### config.mk
export PLATFORM = sky130hd
export DESIGN_NAME = fraction_arith_reduce
export DESIGN_NICKNAME = d
export VERILOG_FILES = /design/src/rtl/core/fra_pkg.sv /design/src/rtl/core/fra_mul.sv /design/src/rtl/core/fra_gcd.sv /design/src/rtl/core/fra_div.sv /design/src/rtl/core/fraction_arith_reduce.sv
export SDC_FILE = /design/constraint.sdc
export NUM_CORES = 2
export LEC_CHECK = 0
export ABC_CLOCK_PERIOD_IN_PS = 9050
export BUFFER_PORTS_ARGS = -buffer_cell sky130_fd_sc_hd__buf_2
export CAP_MARGIN = 20
export CORE_ASPECT_RATIO = 1.75
export CORE_MARGIN = 3
export CORE_UTILIZATION = 30
export CTS_BUF_LIST = sky130_fd_sc_hd__clkbuf_4
export DETAILED_ROUTE_END_ITERATION = 8
export HOLD_SLACK_MARGIN = 0.08
export MAX_ROUTING_LAYER = met4
export REMOVE_ABC_BUFFERS = 1
export SLEW_MARGIN = 40
export SYNTH_ARGS = -nofsm -noshare
export SYNTH_HDL_FRONTEND = slang
export SYNTH_SLANG_ARGS = --single-unit
### constraint.sdc
create_clock -name aclk -period 9.05 [get_ports aclk]
set_input_delay 0 -clock aclk [delete_from_list [all_inputs] [get_ports aclk]]
set_output_delay 0 -clock aclk [all_outputs]
set_load 0.005 [all_outputs]
### src/rtl/core/fra_pkg.sv
// Shared types and constants for the fraction arithmetic and reduction block.
`timescale 1ns / 1ps

package fra_pkg;

    localparam int OPCODE_W  = 2;
    localparam int FIELD_W   = 16;
    localparam int RES_NUM_W = 33;
    localparam int RES_DEN_W = 32;

    localparam logic [OPCODE_W-1:0] OP_ADD = 2'd0;
    localparam logic [OPCODE_W-1:0] OP_SUB = 2'd1;
    localparam logic [OPCODE_W-1:0] OP_MUL = 2'd2;
    localparam logic [OPCODE_W-1:0] OP_DIV = 2'd3;

    localparam logic STATUS_OK    = 1'b0;
    localparam logic STATUS_UNDEF = 1'b1;

    typedef struct packed {
        logic [OPCODE_W-1:0]       opcode;
        logic signed [FIELD_W-1:0] a_num;
        logic signed [FIELD_W-1:0] a_den;
        logic signed [FIELD_W-1:0] b_num;
        logic signed [FIELD_W-1:0] b_den;
    } in_t;

    typedef struct packed {
        logic signed [RES_NUM_W-1:0] res_num;
        logic signed [RES_DEN_W-1:0] res_den;
        logic                        status;
    } out_t;

endpackage

### src/rtl/core/fra_mul.sv
// Shared registered magnitude multiplier.
`timescale 1ns / 1ps

module fra_mul #(
    parameter int W = 16
) (
    input  logic           aclk,
    input  logic [W-1:0]   x,
    input  logic [W-1:0]   y,
    output logic [2*W-1:0] p
);

    logic [2*W-1:0] p_reg;

    always_ff @(posedge aclk) begin
        p_reg <= {{W{1'b0}}, x} * {{W{1'b0}}, y};
    end

    assign p = p_reg;

endmodule

### src/rtl/core/fra_gcd.sv
// Iterative binary GCD unit, one subtract or shift per cycle.
`timescale 1ns / 1ps

module fra_gcd #(
    parameter int PW = 33
) (
    input  logic          aclk,
    input  logic          aresetn,
    input  logic          start,
    input  logic [PW-1:0] a_in,
    input  logic [PW-1:0] b_in,
    output logic          done,
    output logic [PW-1:0] g
);

    localparam int KW = $clog2(PW + 1);

    logic          busy_reg, busy_next;
    logic          done_reg, done_next;
    logic [PW-1:0] a_reg, a_next;
    logic [PW-1:0] b_reg, b_next;
    logic [KW-1:0] k_reg, k_next;
    logic [PW-1:0] g_reg, g_next;

    always_comb begin
        busy_next = busy_reg;
        done_next = 1'b0;
        a_next    = a_reg;
        b_next    = b_reg;
        k_next    = k_reg;
        g_next    = g_reg;
        if (start) begin
            busy_next = 1'b1;
            a_next    = a_in;
            b_next    = b_in;
            k_next    = '0;
        end else if (busy_reg) begin
            if (a_reg == '0) begin
                g_next    = b_reg << k_reg;
                busy_next = 1'b0;
                done_next = 1'b1;
            end else if (b_reg == '0) begin
                g_next    = a_reg << k_reg;
                busy_next = 1'b0;
                done_next = 1'b1;
            end else if (!a_reg[0] && !b_reg[0]) begin
                // common factor of two: strip it and count it
                a_next = a_reg >> 1;
                b_next = b_reg >> 1;
                k_next = k_reg + 1'b1;
            end else if (!a_reg[0]) begin
                a_next = a_reg >> 1;
            end else if (!b_reg[0]) begin
                b_next = b_reg >> 1;
            end else if (a_reg >= b_reg) begin
                a_next = (a_reg - b_reg) >> 1;
            end else begin
                b_next = (b_reg - a_reg) >> 1;
            end
        end
    end

    always_ff @(posedge aclk) begin
        if (!aresetn) begin
            busy_reg <= 1'b0;
            done_reg <= 1'b0;
        end else begin
            busy_reg <= busy_next;
            done_reg <= done_next;
        end
        a_reg <= a_next;
        b_reg <= b_next;
        k_reg <= k_next;
        g_reg <= g_next;
    end

    assign done = done_reg;
    assign g    = g_reg;

endmodule

### src/rtl/core/fra_div.sv
// Restoring divider, one quotient bit per cycle.
`timescale 1ns / 1ps

module fra_div #(
    parameter int PW = 33
) (
    input  logic          aclk,
    input  logic          aresetn,
    input  logic          start,
    input  logic [PW-1:0] n_in,
    input  logic [PW-1:0] d_in,
    output logic          done,
    output logic [PW-1:0] q
);

    localparam int CW = $clog2(PW + 1);

    logic          busy_reg, busy_next;
    logic          done_reg, done_next;
    logic [PW-1:0] rem_reg, rem_next;
    logic [PW-1:0] quo_reg, quo_next;
    logic [PW-1:0] d_reg, d_next;
    logic [CW-1:0] cnt_reg, cnt_next;
    logic [PW:0]   shifted;
    logic [PW:0]   trial;

    always_comb begin
        busy_next = busy_reg;
        done_next = 1'b0;
        rem_next  = rem_reg;
        quo_next  = quo_reg;
        d_next    = d_reg;
        cnt_next  = cnt_reg;
        shifted   = {rem_reg, quo_reg[PW-1]};
        trial     = shifted - {1'b0, d_reg};
        if (start) begin
            busy_next = 1'b1;
            rem_next  = '0;
            quo_next  = n_in;
            d_next    = d_in;
            cnt_next  = CW'(PW);
        end else if (busy_reg) begin
            // dividend bits shift out the top while quotient bits shift in below
            if (!trial[PW]) begin
                rem_next = trial[PW-1:0];
                quo_next = {quo_reg[PW-2:0], 1'b1};
            end else begin
                rem_next = shifted[PW-1:0];
                quo_next = {quo_reg[PW-2:0], 1'b0};
            end
            cnt_next = cnt_reg - 1'b1;
            if (cnt_reg == CW'(1)) begin
                busy_next = 1'b0;
                done_next = 1'b1;
            end
        end
    end

    always_ff @(posedge aclk) begin
        if (!aresetn) begin
            busy_reg <= 1'b0;
            done_reg <= 1'b0;
        end else begin
            busy_reg <= busy_next;
            done_reg <= done_next;
        end
        rem_reg <= rem_next;
        quo_reg <= quo_next;
        d_reg   <= d_next;
        cnt_reg <= cnt_next;
    end

    assign done = done_reg;
    assign q    = quo_reg;

endmodule

### src/rtl/core/fraction_arith_reduce.sv
// Top level: fraction add, subtract, multiply, divide with GCD reduction.
//
//  channel | direction | handshake          | payload
//  s_      | in        | s_valid / s_ready  | s_data (fra_pkg::in_t)
//  m_      | out       | m_valid / m_ready  | m_data (fra_pkg::out_t)
//
// One item at a time: a new item is taken only when the previous one has left the
// sequencer. Each item passes the shared multiplier, the binary GCD unit, and the bit-serial
// divider run once on the numerator and once on the denominator; a numerator and denominator
// both zero skip the divider and give an undefined result.
// Reset is synchronous, active low, and leaves the block idle with no result pending.
// A finished result waits in the output register; the next item is taken meanwhile.
`timescale 1ns / 1ps

module fraction_arith_reduce #(
    parameter int OPERAND_WIDTH = 16
) (
    input  logic          aclk,
    input  logic          aresetn,
    input  logic          s_valid,
    output logic          s_ready,
    input  fra_pkg::in_t  s_data,
    output logic          m_valid,
    input  logic          m_ready,
    output fra_pkg::out_t m_data
);

    localparam int W   = OPERAND_WIDTH;
    localparam int PW  = 2 * W + 1;
    localparam int FW  = fra_pkg::FIELD_W;
    localparam int NW  = fra_pkg::RES_NUM_W;
    localparam int DW  = fra_pkg::RES_DEN_W;
    localparam int XW  = ((PW > NW) ? PW : NW) + 1;

    localparam logic [3:0] ST_IDLE    = 4'd0;
    localparam logic [3:0] ST_MA      = 4'd1;
    localparam logic [3:0] ST_MB      = 4'd2;
    localparam logic [3:0] ST_MC      = 4'd3;
    localparam logic [3:0] ST_SUM     = 4'd4;
    localparam logic [3:0] ST_GCD_GO  = 4'd5;
    localparam logic [3:0] ST_GCD_W   = 4'd6;
    localparam logic [3:0] ST_DN_GO   = 4'd7;
    localparam logic [3:0] ST_DN_W    = 4'd8;
    localparam logic [3:0] ST_DD_GO   = 4'd9;
    localparam logic [3:0] ST_DD_W    = 4'd10;
    localparam logic [3:0] ST_DONE    = 4'd11;

    logic [3:0] state_reg, state_next;

    // operands as sign and magnitude
    logic [fra_pkg::OPCODE_W-1:0] op_reg;
    logic [W-1:0] an_mag_reg, ad_mag_reg, bn_mag_reg, bd_mag_reg;
    logic         an_neg_reg, ad_neg_reg, bn_neg_reg, bd_neg_reg;

    logic [2*W-1:0] pa_reg, pb_reg;
    logic [PW-1:0]  num_mag_reg, den_mag_reg;
    logic           num_neg_reg, den_neg_reg;
    logic [PW-1:0]  qn_reg;
    logic           undef_reg;

    logic          m_valid_reg;
    fra_pkg::out_t out_reg;

    logic [W-1:0]   mul_x, mul_y;
    logic [2*W-1:0] prod;

    logic          gcd_done, div_done;
    logic [PW-1:0] gcd_g, div_q, div_n;

    logic [W-1:0] an_v, ad_v, bn_v, bd_v;
    logic [FW+W-1:0] an_x, ad_x, bn_x, bd_x;

    logic          sa, sb;
    logic [PW-1:0] ma, mb;
    logic          sum_neg;
    logic [PW-1:0] sum_mag;
    logic          den_neg_c;

    logic [XW-1:0] qn_x, qd_x, rn_x, rd_x;
    logic          load_out;

    // take the low OPERAND_WIDTH bits of each field
    assign an_x = {{W{1'b0}}, s_data.a_num};
    assign ad_x = {{W{1'b0}}, s_data.a_den};
    assign bn_x = {{W{1'b0}}, s_data.b_num};
    assign bd_x = {{W{1'b0}}, s_data.b_den};
    assign an_v = an_x[W-1:0];
    assign ad_v = ad_x[W-1:0];
    assign bn_v = bn_x[W-1:0];
    assign bd_v = bd_x[W-1:0];

    assign s_ready = (state_reg == ST_IDLE);

    // operand select for the shared multiplier
    always_comb begin
        case (state_reg)
            ST_MA: begin
                mul_x = an_mag_reg;
                mul_y = (op_reg == fra_pkg::OP_MUL) ? bn_mag_reg : bd_mag_reg;
            end
            ST_MB: begin
                mul_x = bn_mag_reg;
                mul_y = ad_mag_reg;
            end
            default: begin
                mul_x = ad_mag_reg;
                mul_y = (op_reg == fra_pkg::OP_DIV) ? bn_mag_reg : bd_mag_reg;
            end
        endcase
    end

    fra_mul #(.W(W)) u_mul (
        .aclk (aclk),
        .x    (mul_x),
        .y    (mul_y),
        .p    (prod)
    );

    // signed-magnitude sum of the two cross products (add, subtract); first product alone otherwise
    always_comb begin
        sa = (pa_reg != '0) &&
             (an_neg_reg ^ ((op_reg == fra_pkg::OP_MUL) ? bn_neg_reg : bd_neg_reg));
        sb = (pb_reg != '0) && (bn_neg_reg ^ ad_neg_reg ^ (op_reg == fra_pkg::OP_SUB));
        ma = {1'b0, pa_reg};
        mb = {1'b0, pb_reg};
        if (op_reg inside {fra_pkg::OP_ADD, fra_pkg::OP_SUB}) begin
            if (sa == sb) begin
                sum_neg = sa;
                sum_mag = ma + mb;
            end else if (ma >= mb) begin
                sum_neg = sa;
                sum_mag = ma - mb;
            end else begin
                sum_neg = sb;
                sum_mag = mb - ma;
            end
            if (sum_mag == '0) begin
                sum_neg = 1'b0;
            end
        end else begin
            sum_neg = sa;
            sum_mag = ma;
        end
        den_neg_c = (prod != '0) &&
                    (ad_neg_reg ^ ((op_reg == fra_pkg::OP_DIV) ? bn_neg_reg : bd_neg_reg));
    end

    fra_gcd #(.PW(PW)) u_gcd (
        .aclk    (aclk),
        .aresetn (aresetn),
        .start   (state_reg == ST_GCD_GO),
        .a_in    (num_mag_reg),
        .b_in    (den_mag_reg),
        .done    (gcd_done),
        .g       (gcd_g)
    );

    assign div_n = (state_reg == ST_DD_GO) ? den_mag_reg : num_mag_reg;

    fra_div #(.PW(PW)) u_div (
        .aclk    (aclk),
        .aresetn (aresetn),
        .start   ((state_reg == ST_DN_GO) || (state_reg == ST_DD_GO)),
        .n_in    (div_n),
        .d_in    (gcd_g),
        .done    (div_done),
        .q       (div_q)
    );

    // sequencer
    always_comb begin
        state_next = state_reg;
        case (state_reg)
            ST_IDLE:   if (s_valid) state_next = ST_MA;
            ST_MA:     state_next = ST_MB;
            ST_MB:     state_next = ST_MC;
            ST_MC:     state_next = ST_SUM;
            ST_SUM:    state_next = ST_GCD_GO;
            ST_GCD_GO: state_next = ST_GCD_W;
            ST_GCD_W: begin
                if (gcd_done) begin
                    state_next = (gcd_g == '0) ? ST_DONE : ST_DN_GO;
                end
            end
            ST_DN_GO:  state_next = ST_DN_W;
            ST_DN_W:   if (div_done) state_next = ST_DD_GO;
            ST_DD_GO:  state_next = ST_DD_W;
            ST_DD_W:   if (div_done) state_next = ST_DONE;
            ST_DONE:   if (!m_valid_reg || m_ready) state_next = ST_IDLE;
            default:   state_next = ST_IDLE;
        endcase
    end

    assign load_out = (state_reg == ST_DONE) && (!m_valid_reg || m_ready);

    // output values, negated where the sign calls for it
    assign qn_x = {{(XW-PW){1'b0}}, qn_reg};
    assign qd_x = {{(XW-PW){1'b0}}, div_q};
    assign rn_x = num_neg_reg ? (~qn_x + 1'b1) : qn_x;
    assign rd_x = den_neg_reg ? (~qd_x + 1'b1) : qd_x;

    always_ff @(posedge aclk) begin
        if (!aresetn) begin
            state_reg   <= ST_IDLE;
            m_valid_reg <= 1'b0;
        end else begin
            state_reg <= state_next;
            if (load_out) begin
                m_valid_reg <= 1'b1;
            end else if (m_ready) begin
                m_valid_reg <= 1'b0;
            end
        end

        if (s_valid && s_ready) begin
            op_reg     <= s_data.opcode;
            an_neg_reg <= an_v[W-1];
            ad_neg_reg <= ad_v[W-1];
            bn_neg_reg <= bn_v[W-1];
            bd_neg_reg <= bd_v[W-1];
            an_mag_reg <= an_v[W-1] ? (~an_v + 1'b1) : an_v;
            ad_mag_reg <= ad_v[W-1] ? (~ad_v + 1'b1) : ad_v;
            bn_mag_reg <= bn_v[W-1] ? (~bn_v + 1'b1) : bn_v;
            bd_mag_reg <= bd_v[W-1] ? (~bd_v + 1'b1) : bd_v;
        end
        if (state_reg == ST_MB) begin
            pa_reg <= prod;
        end
        if (state_reg == ST_MC) begin
            pb_reg <= prod;
        end
        if (state_reg == ST_SUM) begin
            num_mag_reg <= sum_mag;
            num_neg_reg <= sum_neg;
            den_mag_reg <= {1'b0, prod};
            den_neg_reg <= den_neg_c;
        end
        if (state_reg == ST_GCD_W && gcd_done) begin
            undef_reg <= (gcd_g == '0);
        end
        if (state_reg == ST_DN_W && div_done) begin
            qn_reg <= div_q;
        end
        if (load_out) begin
            if (undef_reg) begin
                out_reg.res_num <= '0;
                out_reg.res_den <= '0;
                out_reg.status  <= fra_pkg::STATUS_UNDEF;
            end else begin
                out_reg.res_num <= rn_x[NW-1:0];
                out_reg.res_den <= rd_x[DW-1:0];
                out_reg.status  <= fra_pkg::STATUS_OK;
            end
        end
    end

    assign m_valid = m_valid_reg;
    assign m_data  = out_reg;

endmodule

* Yosys cells after proc, flatten, opt, wreduce, memory -nomap -nowiden
Cells that the tools add are included.
** Operators by class
- Add/subtract/negate cells :: 14
- Muxes and demuxes :: 63
- Eq/ne operators :: 26
- Bitwise gates (word level) :: 16
- Order comparisons :: 2
- Multipliers :: 1
- Reduce and logical (&&, ||, !) cells :: 37
- Shifts and indexed selects :: 2
** Operators with widths (number)
- two-way mux 33 bit :: 25
- logical NOT 33 bit :: 4
- two-way mux 32 bit :: 3
- nonzero test 32 bit :: 3
- left shift 33 x 6 -> 33 bit :: 2
- subtractor 32 x 32 -> 33 bit :: 2
- subtractor 33 bit :: 2
- adder 16 x 1 -> 16 bit (second input constant) :: 4
- inverter 16 bit :: 4
- case mux 16 bit (2 select lines) :: 2
- two-way mux 15 bit :: 4
- case mux 4 bit (12 select lines) :: 1
- subtractor 34 x 33 -> 34 bit :: 1
- adder 32 x 32 -> 33 bit :: 1
- adder 33 x 1 -> 33 bit (second input constant) :: 1
- greater-or-equal comparator 33 bit :: 1
- inverter 33 bit :: 1
- adder 32 x 1 -> 32 bit (second input constant) :: 1
- greater-or-equal comparator 32 bit :: 1
- multiplier 16 x 16 -> 32 bit :: 1
- two-way mux 16 bit :: 2
- inverter 32 bit :: 1
- two-way mux 4 bit :: 6
- two-way mux 1 bit :: 20
- other kinds (26) :: 68
** Storage, ports and cells
- Output and inout port bits :: 68
- Word-level logic and storage cells :: 204
- Input port bits :: 70
- Register bits :: 552

* Depth between registers and ports, before layout
- Depth in word-level cells :: 10
- Depth in mapped cells :: 34
- Mapped depth without buffers :: 31

* Cells and area by module
From an unflattened synthesis, not the netlist that was laid out.
** Unflattened totals
- Cells, all modules :: 5035
- Area total of the unflattened synthesis :: 46428.3 µm²
** By module, submodules not included
- fraction_arith_reduce :: cells each 2087, times used 1, area an instance 20444.6 µm², sequential area each 9138.8 µm²
- fra_gcd :: cells each 1292, times used 1, area an instance 10577.6 µm², sequential area each 3133.0 µm²
- fra_mul :: cells each 1060, times used 1, area an instance 9362.7 µm², sequential area each 640.6 µm²
- fra_div :: cells each 596, times used 1, area an instance 6043.3 µm², sequential area each 2802.7 µm²

* Worst setup path before layout
No wires, ideal clock.
- Path kind :: register to register
- Start point :: register state_reg[3]
- End point :: register u_mul.p_reg[28] (netlist: u_mul.p[28])
- Clock period less this slack :: 8084 ps
- Cell stages (with the launch flop) :: 30
- Slack :: 966 ps
- Path buffers :: 3
- Setup time :: 72 ps
- Required time :: 8978 ps
- Arrival time :: 8012 ps
- Path through :: dfxtp_1 -> clkbuf_1 -> nor2_1 -> and2_1 -> clkbuf_1 -> clkbuf_1 -> a211oi_1 -> nor2_1 -> fa_1 -> inv_1 -> fa_1 -> inv_1 -> fa_1 -> fa_1 -> fa_1 -> inv_1 -> fa_1 -> inv_1 -> ha_1 -> a211o_1 -> or3_1 -> a211oi_1 -> nor3_1 -> o31ai_1 -> o21ai_0 -> nor4_1 -> nor2_1 -> a21o_1 -> a21oi_1 -> xnor2_1
** On the way
- Cells in the longest elaborated chain, start to end :: 3
- Elaborated cells between the ends (all ways) :: 5
- Those cells by class :: mul: 1; eq/ne: 2; mux: 2
** Ends and longest elaborated chain
- start, declared :: line fraction_arith_reduce.sv:48 : logic [3:0] state_reg, state_next;
- start signal, assigned :: line fraction_arith_reduce.sv:207 : state_reg <= state_next;
- == test 4 x 2 -> 1 bit / == test 4 x 1 -> 1 bit (equally long branches) :: line fraction_arith_reduce.sv:96 : case (state_reg)
- case mux 16 bit (2 select lines) :: line fraction_arith_reduce.sv:96
- multiplier 16 x 16 -> 32 bit * :: line fra_mul.sv:16 : p_reg <= {{W{1'b0}}, x} * {{W{1'b0}}, y};
- end signal, assigned :: line fra_mul.sv:16
- end, declared :: line fra_mul.sv:13 : logic [2*W-1:0] p_reg;
Every way passes the cells marked *; elsewhere a longest branch is shown, timed or not.
A chain may end at the register's enable or synchronous reset.

* Worst setup path in the final report
- Start point :: register op_reg[1] (netlist bit)
- End point :: register u_mul.p_reg[28] (netlist: u_mul.p[28])
** On the way
- Cells in the longest elaborated chain, start to end :: 4
- Elaborated cells between the ends (all ways) :: 6
- Those cells by class :: mul: 1; eq/ne: 2; mux: 3
** Ends and longest elaborated chain
- start, declared :: line fraction_arith_reduce.sv:51 : logic [fra_pkg::OPCODE_W-1:0] op_reg;
- start signal, assigned :: line fraction_arith_reduce.sv:216 : op_reg <= s_data.opcode;
- == test 2 bit (on tied branches) :: line fraction_arith_reduce.sv:107, fraction_arith_reduce.sv:99
- two-way mux 16 bit (on tied branches) :: line fraction_arith_reduce.sv:107, fraction_arith_reduce.sv:99
- case mux 16 bit (2 select lines) * :: line fraction_arith_reduce.sv:96
- multiplier 16 x 16 -> 32 bit * :: line fra_mul.sv:16
Marks and branches as above.

==> summary.txt <==
Clock network
  • CTS Buffer Depth: 3
  • Post_cts resized: 0
  • Setup bufs post-CTS: 0
  • Clk_lat worst skew: 1.16 ns
  • H-tree Lvls: 4
  • Sink Count: ~550
  • CTS tree: done
  • CTS root buf: clkbuf_4
  • Clock transition at path regs: about 0.07 ns
  • Total CTS buffers: roughly 140

Global routing
  • Largest net degree at the start of global routing: 71
  • Vias in the first global route: about 41000
  • First-pass GRT wire length: 261300 microns
  • GRT overflow: 0
  • GRT Total Usage: 0.2328
  • Initial antenna violation count: 4

Synthesis
  • Mean Syn Cell Area: just over 9 sq um
  • Warnings from Yosys: 0
  • Post-synth EDFFs: 465
  • Register area share after synthesis: 0.3477
  • Cells after Synth: approximately 5000
  • Yosys reg bits: about 550
  • Synth area leaders: edfxtp_1 31%, fa_1 8.9%, ha_1 8.5%
  • Synthesized area: around 45000 sq um
  • Most frequent cell after synthesis: nor2_1
  • Synth Flop Type: edfxtp_1
  • Area share of the largest cell type after synthesis: 0.3095
  • Distinct cells, synth: 94
  • Cell taking the most area after synthesis: edfxtp_1
  • FFs w/ async S/R, synth: 0
  • Most instantiated cells after synthesis: 533 x nor2_1, 475 x inv_1, 465 x edfxtp_1

Die
  • Ports: 138
  • Die Y: slightly above 500 microns
  • Site Rows: around 190
  • Initial Utilization: 0.3032
  • Die W: 299.1 microns
  • Die area: ~160000 sq um
  • Core area: roughly 150000 sq um

Timing
  • Final number of hold-violating endpoints: 0
  • Achievable Freq: 0.1177 GHz
  • Crit path time final: 8.493 ns
  • Worst slew pin tran: 0.8997 ns
  • Fin. max-slew vios: 0
  • Period utilization: 0.9384
  • Final Skew: roughly 0.11 ns
  • Final setup fails: 0
  • Setup TNS: 0 ns
  • Slew headroom: 0.3956
  • RSZ-0062 raised after global routing: no

Critical path
  • Crit-path max cell delay: roughly 0.62 ns
  • Critical Path RT: between 10 and 15 ns
  • Worst EP arrival: 9.51 ns
  • Crit Path Category: reg -> reg
  • Critical Path End Type: register
  • CP max-delay cell: nor2_1
  • CP top delay family: adder cells
  • Crit Path Max Fanout: 17
  • WP buf/inv: 4
  • Startpoint Class: register
  • CP dominant cell by count: fa_1

Route
  • Drt pass-1 iters: 6
  • Drt drc: 0
  • Vias per cell: 5.391
  • Routed WL: 178900 microns
  • Vias: between 30000 and 40000
  • Drt wl/cell: 24.17 microns
  • First DRT Iteration DRCs: around 2400
  • DRT antenna net count: 0

Placed design
  • Buffers on Ports: approximately 140
  • GPL Wtd Cong: 1.048
  • Final HPWL DP: approximately 140000 microns

Worst hold path
  • Tightest Hold Check Type: in -> reg

Run status
  • Outcome: complete, no violations

Run
  • Max_cap viols: 0

Final layout
  • Fin nets: 5885
  • P&R area growth vs syn: 15.70%
  • Max reg flops: 66
  • Layout cells sized above 1: 0.1079
-- cell usage in the layout (no fill, tap or decap), types with 55 or more instances in the layout --
| cell type | instances |
|---|---|
| buf_4 | 88 |
| o21ai_0 | 261 |
| edfxtp_1 | 465 |
| nand3_1 | 90 |
| ha_1 | 308 |
| nor4_1 | 69 |
| mux2i_1 | 106 |
| a21oi_1 | 351 |
| nor2_1 | 526 |
| o31ai_1 | 55 |
| a211oi_1 | 77 |
| a21o_1 | 64 |
| nand2b_1 | 61 |
| dfxtp_1 | 82 |
| clkbuf_4 | 193 |
| nor3_1 | 83 |
| buf_2 | 139 |
| nand2_1 | 437 |
| dlygate4sd3_1 | 215 |
| fa_1 | 200 |
| inv_1 | 474 |
| xor2_1 | 93 |
| xnor2_1 | 142 |
| nor2b_1 | 65 |
-- worst paths after layout --
path | from | endpoint | slack, ns | cells past startpoint
setup / recovery | op_reg[1] | u_mul.p[28] | 0.56 | 27
hold / removal | s_valid | ad_mag_reg[3] | 0.27 | 4
setup reg to reg | op_reg[1] | u_mul.p[28] | 0.56 | 27
hold reg to reg | u_gcd.g[9] | u_div.d_reg[9] | 0.45 | 0
-- what timing repair did --
action                                  in CTS  in global routing
endpoints found under the hold margin      176                  5
endpoints found under the setup margin       0                  0
hold buffers                               215                  1
-- through the flow --
step                setup slack, ns    util  std cells  hold WS (ns)  cell area, sq um
global route                 0.1094  0.3507       7399        0.2321             52190
CTS                          0.6297  0.3503       7394        0.1419             52130
global placement             0.6557  0.3230       6927        0.1940             48060
detailed placement           0.6800  0.3235       6930        0.1871             48140
finish                       0.5574  0.3508       7402        0.2659             52200
floorplan                   -0.2931       -       4714       0.09887             44060
-- cell families after synthesis --
| kind of cell | synth area share |
|---|---|
| xor gates and xnor gates | 0.04562 |
| buffers and inverters | 0.06335 |
| muxes | 0.03001 |
| and+or+nand+nor | 0.1638 |
| AOI/OAI and AO/OA | 0.1753 |
| adders and majority gates | 0.1742 |
| DFF | 0.3477 |
-- tightest hold or removal path, stage by stage --
cell and delay, ns:
dlygate4sd3_1 0.53, buf_2 0.15, and3_2 0.18, buf_6 0.26
-- metal layers --
layer  track usage  up-vias  wire [microns]
met2        0.4309     1547           96060
met1        0.2058    19340           57450
met3       0.03388      654            7951
met5             -        -               0
met4        0.1955        0           17470
li1              -    18370               -
-- final cells by class --
class                           count  area, sq um
Clock buffer                      193         1449
Clock inverter                     56        384.1
Inverter                          480         1803
Antenna cell                        6        15.01
Sequential cell                   551        15690
Timing Repair Buffer              449         3621
Fill cell                       15460        96610
Tap cell                         1984         2482
Multi-Input combinational cell   3683        26750
Power is left out: the tool's default activity adds up to more than one toggle a clock period on the data nets, which glitch-free logic cannot reach.
